### config.mk
export PLATFORM = sky130hd
export DESIGN_NAME = gf2m_arithmetic_unit_top
export DESIGN_NICKNAME = d
export VERILOG_FILES = /design/src/design/gf2m_pkg.sv /design/src/design/gf2m_datapath.sv /design/src/design/gf2m_ctrl.sv /design/src/design/gf2m_arithmetic_unit_top.sv
export SDC_FILE = /design/constraint.sdc
export NUM_CORES = 2
export LEC_CHECK = 0
export ABC_CLOCK_PERIOD_IN_PS = 69800
export BUFFER_PORTS_ARGS = -buffer_cell sky130_fd_sc_hd__buf_2
export CORE_UTILIZATION = 65
export CTS_CLUSTER_SIZE = 10
export DETAILED_ROUTE_END_ITERATION = 6
export GPL_TIMING_DRIVEN = 0
export PLACE_DENSITY_LB_ADDON = 0.12
export REMOVE_ABC_BUFFERS = 1
export SLEW_MARGIN = 40
export SYNTH_ARGS = -nofsm -noshare
export SYNTH_HDL_FRONTEND = slang
export SYNTH_SLANG_ARGS = --single-unit
export TNS_END_PERCENT = 1
### constraint.sdc
create_clock -name clock -period 69.8 [get_ports clock]
set_input_delay 13.96 -clock clock [delete_from_list [all_inputs] [get_ports clock]]
set_output_delay 13.96 -clock clock [all_outputs]
set_load 0.02 [all_outputs]
### src/design/gf2m_pkg.sv
// shared types and constants for the gf(2^m) arithmetic unit
package gf2m_pkg;

   localparam int FIELD_DEGREE_DEF = 127;
   localparam int ELEM_W           = 127;
   localparam int LOW_W            = 64;
   localparam int HIGH_W           = 63;
   localparam int CSR_DATA_W       = 64;

   localparam logic [LOW_W-1:0]  TAIL_LOW_RESET  = 64'd3;
   localparam logic [HIGH_W-1:0] TAIL_HIGH_RESET = 63'd0;

   typedef enum logic [1:0] {
      OP_ADD = 2'd0,
      OP_MUL = 2'd1,
      OP_SQR = 2'd2,
      OP_INV = 2'd3
   } opcode_type;

   typedef enum logic [0:0] {
      CSR_POLY_TAIL_LOW  = 1'b0,
      CSR_POLY_TAIL_HIGH = 1'b1
   } csr_index_type;

   typedef enum logic [1:0] {
      ST_IDLE,
      ST_MUL,
      ST_INV,
      ST_HOLD
   } fsm_state_type;

   typedef struct packed {
      opcode_type         opcode;
      logic [LOW_W-1:0]   a_low;
      logic [HIGH_W-1:0]  a_high;
      logic [LOW_W-1:0]   b_low;
      logic [HIGH_W-1:0]  b_high;
   } req_payload_type;

   typedef struct packed {
      logic [LOW_W-1:0]   res_low;
      logic [HIGH_W-1:0]  res_high;
   } rsp_payload_type;

   typedef struct packed {
      logic load;
      logic mul_step;
      logic inv_step;
      logic capture;
   } ctl_type;

   typedef struct packed {
      logic deg_zero;
   } stat_type;

endpackage

### src/design/gf2m_datapath.sv
// shared shift and xor datapath for multiply, square, add and inverse
module gf2m_datapath
   import gf2m_pkg::*;
#(
   parameter int FIELD_DEGREE = FIELD_DEGREE_DEF
) (
   input  logic               clock,
   input  ctl_type            ctl,
   input  req_payload_type    req_data,
   input  logic [LOW_W-1:0]   tail_low,
   input  logic [HIGH_W-1:0]  tail_high,
   output stat_type           stat,
   output rsp_payload_type    res
);

   localparam int M     = FIELD_DEGREE;
   localparam int BW    = 2 * FIELD_DEGREE;
   localparam int DEG_W = $clog2(FIELD_DEGREE + 1);

   logic [M:0]       u_ff, u_in;
   logic [M:0]       v_ff, v_in;
   logic [BW-1:0]    bx_ff, bx_in;
   logic [BW-1:0]    cx_ff, cx_in;
   logic [DEG_W-1:0] du_ff, du_in;
   logic [DEG_W-1:0] dv_ff, dv_in;
   opcode_type       op_ff, op_in;

   logic [ELEM_W-1:0] a_full, b_full, tail_full, res_full;
   logic [M-1:0]      a_m, b_m, tail_m;
   logic [M:0]        poly;

   assign a_full    = {req_data.a_high, req_data.a_low};
   assign b_full    = {req_data.b_high, req_data.b_low};
   assign tail_full = {tail_high, tail_low};
   assign a_m       = a_full[M-1:0];
   assign b_m       = b_full[M-1:0];
   assign tail_m    = tail_full[M-1:0];
   assign poly      = {1'b1, tail_m};

   always_comb begin
      logic [M:0]    shl;
      logic [M:0]    t_u;
      logic [BW-1:0] t_b;
      logic          swap;
      u_in  = u_ff;
      v_in  = v_ff;
      bx_in = bx_ff;
      cx_in = cx_ff;
      du_in = du_ff;
      dv_in = dv_ff;
      op_in = op_ff;
      shl   = {u_ff[M-1:0], 1'b0};
      t_u   = u_ff ^ v_ff;
      t_b   = bx_ff ^ cx_ff;
      swap  = du_ff < dv_ff;
      if (ctl.load) begin
         op_in = req_data.opcode;
         case (req_data.opcode)
            OP_ADD: begin
               u_in = {1'b0, a_m ^ b_m};
            end
            OP_MUL: begin
               u_in  = '0;
               v_in  = {1'b0, a_m};
               cx_in = BW'(b_m);
            end
            OP_SQR: begin
               u_in  = '0;
               v_in  = {1'b0, a_m};
               cx_in = BW'(a_m);
            end
            OP_INV: begin
               u_in  = {1'b0, a_m};
               v_in  = poly;
               bx_in = BW'(1);
               cx_in = '0;
               du_in = DEG_W'(M);
               dv_in = DEG_W'(M);
            end
            default: begin
               u_in = u_ff;
            end
         endcase
      end else if (ctl.mul_step) begin
         // msb-first shift and add with on-the-fly reduction
         if (shl[M]) begin
            shl = shl ^ poly;
         end
         u_in  = shl ^ (cx_ff[M-1] ? v_ff : '0);
         cx_in = {cx_ff[BW-2:0], 1'b0};
      end else if (ctl.inv_step) begin
         if (u_ff[M]) begin
            // both aligned at the top: xor, swap roles if u has lower degree
            u_in  = {t_u[M-1:0], 1'b0};
            bx_in = {t_b[BW-2:0], 1'b0};
            v_in  = swap ? u_ff : v_ff;
            cx_in = swap ? bx_ff : cx_ff;
            du_in = (swap ? dv_ff : du_ff) - DEG_W'(1);
            dv_in = swap ? du_ff : dv_ff;
         end else begin
            u_in  = shl;
            bx_in = {bx_ff[BW-2:0], 1'b0};
            du_in = du_ff - DEG_W'(1);
         end
      end
   end

   always_ff @(posedge clock) begin
      u_ff  <= u_in;
      v_ff  <= v_in;
      bx_ff <= bx_in;
      cx_ff <= cx_in;
      du_ff <= du_in;
      dv_ff <= dv_in;
      op_ff <= op_in;
   end

   assign stat.deg_zero = (du_ff == '0);

   always_comb begin
      if (op_ff == OP_INV) begin
         res_full = ELEM_W'(bx_ff[BW-1:M]);
      end else begin
         res_full = ELEM_W'(u_ff[M-1:0]);
      end
   end

   assign res.res_low  = res_full[LOW_W-1:0];
   assign res.res_high = res_full[ELEM_W-1:LOW_W];

endmodule

### src/design/gf2m_ctrl.sv
// sequencer for the shared datapath
module gf2m_ctrl
   import gf2m_pkg::*;
#(
   parameter int FIELD_DEGREE = FIELD_DEGREE_DEF
) (
   input  logic       clock,
   input  logic       reset,
   input  logic       req_valid,
   input  opcode_type req_opcode,
   input  logic       rsp_free,
   input  stat_type   stat,
   output logic       req_ready,
   output ctl_type    ctl
);

   localparam int DEG_W = $clog2(FIELD_DEGREE + 1);

   fsm_state_type    state_ff, state_in;
   logic [DEG_W-1:0] cnt_ff, cnt_in;

   always_comb begin
      state_in = state_ff;
      case (state_ff)
         ST_IDLE: begin
            if (req_valid) begin
               case (req_opcode)
                  OP_ADD:  state_in = ST_HOLD;
                  OP_MUL:  state_in = ST_MUL;
                  OP_SQR:  state_in = ST_MUL;
                  OP_INV:  state_in = ST_INV;
                  default: state_in = ST_HOLD;
               endcase
            end
         end
         ST_MUL: begin
            if (cnt_ff == '0) begin
               state_in = ST_HOLD;
            end
         end
         ST_INV: begin
            if (stat.deg_zero) begin
               state_in = ST_HOLD;
            end
         end
         ST_HOLD: begin
            if (rsp_free) begin
               state_in = ST_IDLE;
            end
         end
         default: state_in = ST_IDLE;
      endcase
   end

   always_comb begin
      req_ready    = 1'b0;
      ctl.load     = 1'b0;
      ctl.mul_step = 1'b0;
      ctl.inv_step = 1'b0;
      ctl.capture  = 1'b0;
      cnt_in       = cnt_ff;
      case (state_ff)
         ST_IDLE: begin
            req_ready = 1'b1;
            ctl.load  = req_valid;
            cnt_in    = DEG_W'(FIELD_DEGREE - 1);
         end
         ST_MUL: begin
            ctl.mul_step = 1'b1;
            cnt_in       = cnt_ff - DEG_W'(1);
         end
         ST_INV: begin
            ctl.inv_step = !stat.deg_zero;
         end
         ST_HOLD: begin
            ctl.capture = rsp_free;
         end
         default: begin
            req_ready = 1'b0;
         end
      endcase
   end

   always_ff @(posedge clock) begin
      if (reset) begin
         state_ff <= ST_IDLE;
      end else begin
         state_ff <= state_in;
      end
   end

   always_ff @(posedge clock) begin
      cnt_ff <= cnt_in;
   end

endmodule

### src/design/gf2m_arithmetic_unit_top.sv
// gf(2^m) arithmetic unit: add, multiply, square and inverse with a configurable polynomial
// multiply, square and inverse run one shift-and-xor step per cycle; add needs no step
// one transaction at a time; a new request is taken once the previous result is registered
// synchronous reset clears control state and sets the polynomial tail to x + 1
module gf2m_arithmetic_unit_top
   import gf2m_pkg::*;
#(
   parameter int FIELD_DEGREE = FIELD_DEGREE_DEF
) (
   input  logic                  clock,
   input  logic                  reset,
   input  logic                  req_valid,
   output logic                  req_ready,
   input  req_payload_type       req_data,
   output logic                  rsp_valid,
   input  logic                  rsp_ready,
   output rsp_payload_type       rsp_data,
   input  logic                  csr_valid,
   output logic                  csr_ready,
   input  csr_index_type         csr_index,
   input  logic [CSR_DATA_W-1:0] csr_data
);

   logic [LOW_W-1:0]  tail_low_ff;
   logic [HIGH_W-1:0] tail_high_ff;
   logic              rsp_valid_ff;
   rsp_payload_type   rsp_data_ff;
   rsp_payload_type   res;
   ctl_type           ctl;
   stat_type          stat;
   logic              rsp_free;

   assign csr_ready = 1'b1;
   assign rsp_free  = !rsp_valid_ff || rsp_ready;
   assign rsp_valid = rsp_valid_ff;
   assign rsp_data  = rsp_data_ff;

   gf2m_ctrl #(
      .FIELD_DEGREE(FIELD_DEGREE)
   ) u_ctrl (
      .clock      (clock),
      .reset      (reset),
      .req_valid  (req_valid),
      .req_opcode (req_data.opcode),
      .rsp_free   (rsp_free),
      .stat       (stat),
      .req_ready  (req_ready),
      .ctl        (ctl)
   );

   gf2m_datapath #(
      .FIELD_DEGREE(FIELD_DEGREE)
   ) u_datapath (
      .clock     (clock),
      .ctl       (ctl),
      .req_data  (req_data),
      .tail_low  (tail_low_ff),
      .tail_high (tail_high_ff),
      .stat      (stat),
      .res       (res)
   );

   always_ff @(posedge clock) begin
      if (reset) begin
         tail_low_ff  <= TAIL_LOW_RESET;
         tail_high_ff <= TAIL_HIGH_RESET;
      end else if (csr_valid && csr_ready) begin
         case (csr_index)
            CSR_POLY_TAIL_LOW:  tail_low_ff  <= csr_data;
            CSR_POLY_TAIL_HIGH: tail_high_ff <= csr_data[HIGH_W-1:0];
            default:            tail_low_ff  <= tail_low_ff;
         endcase
      end
   end

   always_ff @(posedge clock) begin
      if (reset) begin
         rsp_valid_ff <= 1'b0;
      end else if (ctl.capture) begin
         rsp_valid_ff <= 1'b1;
      end else if (rsp_ready) begin
         rsp_valid_ff <= 1'b0;
      end
   end

   always_ff @(posedge clock) begin
      if (ctl.capture) begin
         rsp_data_ff <= res;
      end
   end

endmodule
After elaboration in Yosys (flattened, before gate mapping)
Index checks and enable logic that the tools add are counted.
{ "totals": {"reg_bits": 1043, "inputBits": 326, "out_inout_bits": 130, "elab_cells": 114} }
{ "op_classes": {"add_sub_neg": 3, "order_cmp": 1, "eq_ne": 15, "n_mux": 52, "n_bitwise": 6, "n_reduce_logical": 23} }
{ "op_table": {"columns": ["cell", "n"], "rows": [
  ["2-to-1 mux 128 bit", 13],
  ["2-to-1 mux 254 bit", 5],
  ["2-to-1 mux 253 bit", 5],
  ["case mux 253 bit (3 select lines)", 1],
  ["case mux 128 bit (3 select lines)", 1],
  ["case mux 128 bit (2 select lines)", 1],
  ["bitwise XOR 128 bit", 2],
  ["bitwise XOR 127 bit", 2],
  ["bitwise XOR 253 bit", 1],
  ["2-to-1 mux 127 bit", 1],
  ["2-to-1 mux 7 bit", 11],
  ["subtractor 7 x 1 -> 7 bit (second input constant)", 3],
  ["logical NOT 7 bit", 2],
  ["case mux 7 bit (2 select lines)", 1],
  ["== test 2 bit (second input constant)", 5],
  ["inequality test 2 x 1 -> 1 bit (second input constant)", 5],
  ["AND reduction 5 bit", 2],
  ["nonzero test 2 bit", 5],
  ["nonzero test 3 bit", 3],
  ["2-to-1 mux 2 bit", 4],
  ["case mux 2 bit (4 select lines)", 1],
  ["AND reduction 4 bit", 2],
  ["less-than comparator 7 bit", 1],
  ["2-to-1 mux 1 bit", 7],
  ["12 further kinds", 16]
]} }

Longest topological paths before layout
{ "logic_depth": {"word_depth": 7, "ltp_mapped": 12, "depth_no_buf": 12} }

Cells and area by module
Synthesis repeated with hierarchy kept, for this count alone.
{ "hier_totals": {"hier_cells": 4801, "hier_area_um2": 54826.3} }
{ "modules_own_cells": {"columns": ["mod", "instances", "cells_per_inst", "area_each_um2", "seq_area_each_um2"], "rows": [
  ["gf2m_datapath", 1, 4123, 45128.3, 23392.4],
  ["gf2m_arithmetic_unit_top", 1, 621, 9110.0, 6376.1],
  ["gf2m_ctrl", 1, 57, 588.1, 250.2]
]} }

Least setup slack after synthesis
No wires, ideal clock.
{ "synth_timing": {"path_type": "input to register", "startpoint": "input port req_valid", "endpoint": "register u_datapath.bx_ff[0], enable pin", "setup_ps": 1268, "arrival_ps": 33779, "required_ps": 68532, "path_slack_ps": 34753, "path_stages": 6, "path_buffers": 3, "cell_sequence": "nand2_1 > clkbuf_1 > buf_2 > buf_2 > nor2_1 > a211oi_1"} }
{ "synth_between": {"elab_chain_cells": 3, "word_cells_on_any_way": 5, "cone_classes": "eq/ne (2); mux (1); reduce/logical (2)"} }
{ "synth_lines": {"columns": ["item", "line", "rtl"], "rows": [
  ["start, declared", "gf2m_arithmetic_unit_top.sv:12", "input logic req_valid,"],
  ["2-to-1 mux 1 bit (*)", "gf2m_ctrl.sv:62", "case (state_ff)"],
  ["inequality test 2 x 1 -> 1 bit (no source line) or nonzero test 2 bit (tied branches)", null, null],
  ["AND reduction 3 bit (no source line) (*)", null, null],
  ["end signal, assigned", "gf2m_datapath.sv:111", "bx_ff <= bx_in;"],
  ["end, declared", "gf2m_datapath.sv:22", "logic [BW-1:0] bx_ff, bx_in;"]
]} }
Mark *: on every way between the ends. The rest lies on a longest branch, timed or not.
A chain may end at the register's enable or synchronous reset.

Worst setup path in the final report
{ "layout_timing": {"startpoint": "input port req_valid", "endpoint": "register u_datapath.v_ff[120], enable pin"} }
{ "layout_between": {"elab_chain_cells": 3, "word_cells_on_any_way": 7, "cone_classes": "eq/ne (2); mux (1); reduce/logical (4)"} }
{ "layout_lines": {"columns": ["item", "line", "rtl"], "rows": [
  ["2-to-1 mux 1 bit (*)", "gf2m_ctrl.sv:62", null],
  ["inequality test 3 x 2 -> 1 bit (no source line), or another cell as far along", null, null],
  ["AND reduction 5 bit (no source line) (*)", null, null],
  ["end signal, assigned", "gf2m_datapath.sv:110", "v_ff <= v_in;"],
  ["end, declared", "gf2m_datapath.sv:21", "logic [M:0] v_ff, v_in;"]
]} }
Marked as above.

==> summary.txt <==
Critical path
  – Buffer and inverter count on the worst path: 11
  – Worst Path Arrival: between 15 and 20 ns
  – Critical Path Stages: 14
  – Max Fanout on Critical Path: 62
  – Crit. End Element: flop
  – Crit path required time: 70.16 ns
  – Slowest cell on crit path: a21oi_4
  – Slowest stage delay, CP: about 0.57 ns
  – CP Cell Sequence: buf_2 -> nand2_4 -> buf_12 -> buf_12 -> buf_12 -> inv_8 -> buf_16 -> buf_16 -> or3_1 -> a21oi_4 -> buf_16 -> buf_16 -> buf_8 -> buf_8
  – Worst setup SP type: input port
  – Top cell family by delay on the critical path: buffers and inverters
  – Critical path type: in2reg
  – R2R depth: 15
  – Most used cell along the critical path: buf_16

Logic synthesis
  – FF+latch count, synth: ~1,000
  – Most numerous cell in the Yosys netlist: nand2_1
  – Synth Area per Inst: ~10 um^2
  – Synth top cells by count: 1,163 x nand2_1, 913 x edfxtp_1, 511 x xor2_1
  – Ys async rst share: 0%
  – Synth unique cells: 47
  – Post-synth EDFFs: approximately 900
  – Mapped Area: 0.0546 mm^2
  – Top post-synthesis cells by area: edfxtp_1 50%, xor2_1 8.2%, nand2_1 8.0%, mux2i_1 7.0%, dfxtp_1 4.8%
  – Yosys warnings: 0
  – Leading area contributor after synthesis: edfxtp_1
  – Sequential share of the synthesized area: a little over half
  – Post-synth top area share: 50.2%
  – Gate Count Post-Synth: about 5,300
  – Commonest register cell after synthesis: edfxtp_1

Clock network
  – Hold_buf cts: 0
  – Reg clk slew, reported paths: 0.05 ns
  – Cts bufs inserted: between 100 and 150
  – Sink Count: 1,043
  – H-tree depth: 3
  – CTS tree: built
  – Clock root buffer: clkbuf_16
  – Clk buf depth: 3
  – PostCTS Resize Cnt: 0
  – Clock Latency Late Sink: around 0.68 ns
  – Post-CTS setup buffer count: 0

GRT
  – Global-route wire length before repair: 241,000 um
  – Vias in the first global route: ~42,000
  – Initial antenna violation count: 57
  – Total track usage: between 30% and 40%
  – Grt total ovfl: 0
  – Largest net degree at the start of global routing: 99

Floorplan
  – Starting Density: between 60% and 70%
  – Die area: ~0.085 mm^2
  – Die W: roughly 290 um
  – # IOs: ~460
  – Core area: approximately 0.083 mm^2
  – # rows: around 110
  – Die Ht: around 290 um

Route
  – Vias: approximately 43,000
  – TritonRoute pass-1 iters: 5
  – DR iter-0 viols: 4,631
  – Routed len/inst: approximately 23 um
  – Vias per cell: 6.31
  – Routed Antenna Nets: 0
  – Post-Route WL: 159,000 um
  – Post-route DRC: 0

Min path
  – Worst Hold Depth: 2
  – Worst min-delay path class: reg2reg

Cells and area
  – Finished Layout Cells: slightly below 7,000
  – Area delta synth->final: 17.0%
  – Nets: between 5,000 and 6,000
  – Util after Layout: just under 80%
  – Fraction of layout cells with a size suffix above 1: between 15 and 20%

STA
  – Clk_skew: about 0.033 ns
  – Total Neg Setup Slack: 0 ns
  – Worst rel slew slack: between 50% and 60%
  – Minimum clock period: around 17 ns
  – # setup viols final: 0
  – RSZ-0062 raised after global routing: no
  – Slew Viols, Final: 0
  – Tightest Pin Transition: slightly below 0.7 ns
  – Hold Fails Final Rpt: 0
  – F_max: 58.3 MHz
  – Final Cycle Share: 24.6%

Pwr
  – Proportion of power drawn by the clock network: a little under a fifth
  – Logic pwr share: approximately two fifths
  – Worst IR Drop VDD: 0.0318 mV
  – Sw Ratio: between 30% and 40%
  – Power per cell area: 47.6 mW/mm^2
  – P_leak: 23.1 nW
  – Int Power: roughly 0.0019 W
  – NetSw: around 0.0011 W
  – Share of power burned in registers: a little over two fifths

Placement
  – Detailed Place HPWL: roughly 110,000 um
  – # placed instances: roughly 6,600
  – Port bufs: between 400 and 500
  – RePlAce Congestion: 0.836

Flow run
  – Max_cap viols: 0

Status
  – Status: complete, no violations
per-stage QoR:
stage / setup slack (ns) / power (W) / hold slack, ns / cell area [um^2]
2_1_floorplan: 0.910 / 0.00221 / 0.443 / 53100
3_3_place_gp: -104.65 / 0.00286 / 0.457 / 56700
3_5_place_dp: 52.03 / 0.00245 / 0.462 / 60400
4_1_cts: 52.75 / 0.00302 / 0.470 / 63800
5_1_grt: 52.57 / 0.00318 / 0.485 / 63900
6_report: 52.64 / 0.00304 / 0.468 / 63900
layout by cell type, fill, tap and decap left out, types with 126 or more instances in the layout:
cell / count
a21oi_1: 253
a221oi_1: 126
a22oi_1: 127
buf_2: 453
dfxtp_1: 130
edfxtp_1: 913
mux2i_1: 381
nand2_1: 1159
nor2_1: 393
nor2b_1: 130
o21ai_0: 150
o21ai_1: 365
xor2_1: 511
routing by layer:
metal | GRT usage (%) | vias to the layer above | part of all wire [%]
li1 | - | 19300 | -
met1 | 49.1 | 21000 | 39
met2 | 57.8 | 2510 | 47
met3 | 7.35 | 463 | 10
met4 | 15.4 | 42 | 4.1
met5 | 0 | - | 0.18
flip-flops by register name, summed over array words and instances, names as in the netlist:
register / cells
rsp_data: 127
rsp_valid: 1
tail_high_ff: 63
tail_low_ff: 64
u_ctrl.cnt_ff: 7
u_ctrl.state_ff: 2
u_datapath.bx_ff: 254
u_datapath.cx_ff: 253
u_datapath.du_ff: 7
u_datapath.dv_ff: 7
u_datapath.op_ff: 2
u_datapath.u_ff: 128
u_datapath.v_ff: 128
cell families (layout without fill, tap and decap cells):
kind of cell    after synthesis  in the layout  share of synthesized area [%]
fa+ha+maj                    18             18                          0.412
flops                      1043           1043                           55.0
simple gates               1722           1722                           12.6
xor+xnor                    519            519                           8.32
compound gates             1041           1041                           11.1
mux                         508            508                           9.60
buf+inv                     398            893                           2.96
other cells                   1             40                        0.00687
power by group through the flow:
stage,Combinational [W],Clock (W),Sequential (W)
3_5_place_dp,0.00115,0,0.00130
3_3_place_gp,0.00114,0,0.00172
5_1_grt,0.00127,0.000588,0.00132
4_1_cts,0.00117,0.000565,0.00129
2_1_floorplan,0.000812,0,0.00139
6_report,0.00118,0.000562,0.00130
cell type report:
cell class | instances | area, um^2
inverters | 17 | 71.3
diodes | 39 | 97.6
well taps | 1070 | 1340
fillers | 5447 | 18700
repair buffers | 660 | 5890
clock inverters | 3 | 20.0
clock buffers | 213 | 3350
multi-input cells | 3809 | 23100
flip-flops and latches | 1043 | 30000
worst register-to-register path, cell delays in order (launching register included):
cell and delay, ns:
dfxtp_1 0.41, inv_1 0.12, ha_1 0.31, nand2_4 0.15, buf_12 0.26, buf_12 0.28
buf_12 0.26, inv_8 0.16, buf_16 0.24, buf_16 0.24, or3_1 0.51, a21oi_4 0.57
buf_16 0.24, buf_16 0.16, buf_8 0.18, buf_8 0.19
final timing paths:
check,endpoint,start,slack (ns)
worst max-delay path,u_datapath.v_ff[120],req_valid,52.64
worst min-delay path,tail_high_ff[33],tail_high_ff[33],0.47
worst max register to register,u_datapath.v_ff[120],u_ctrl.state_ff[0],65.18
worst min register to register,tail_high_ff[33],tail_high_ff[33],0.47
Note: power is estimated with default switching activity, not from simulation.
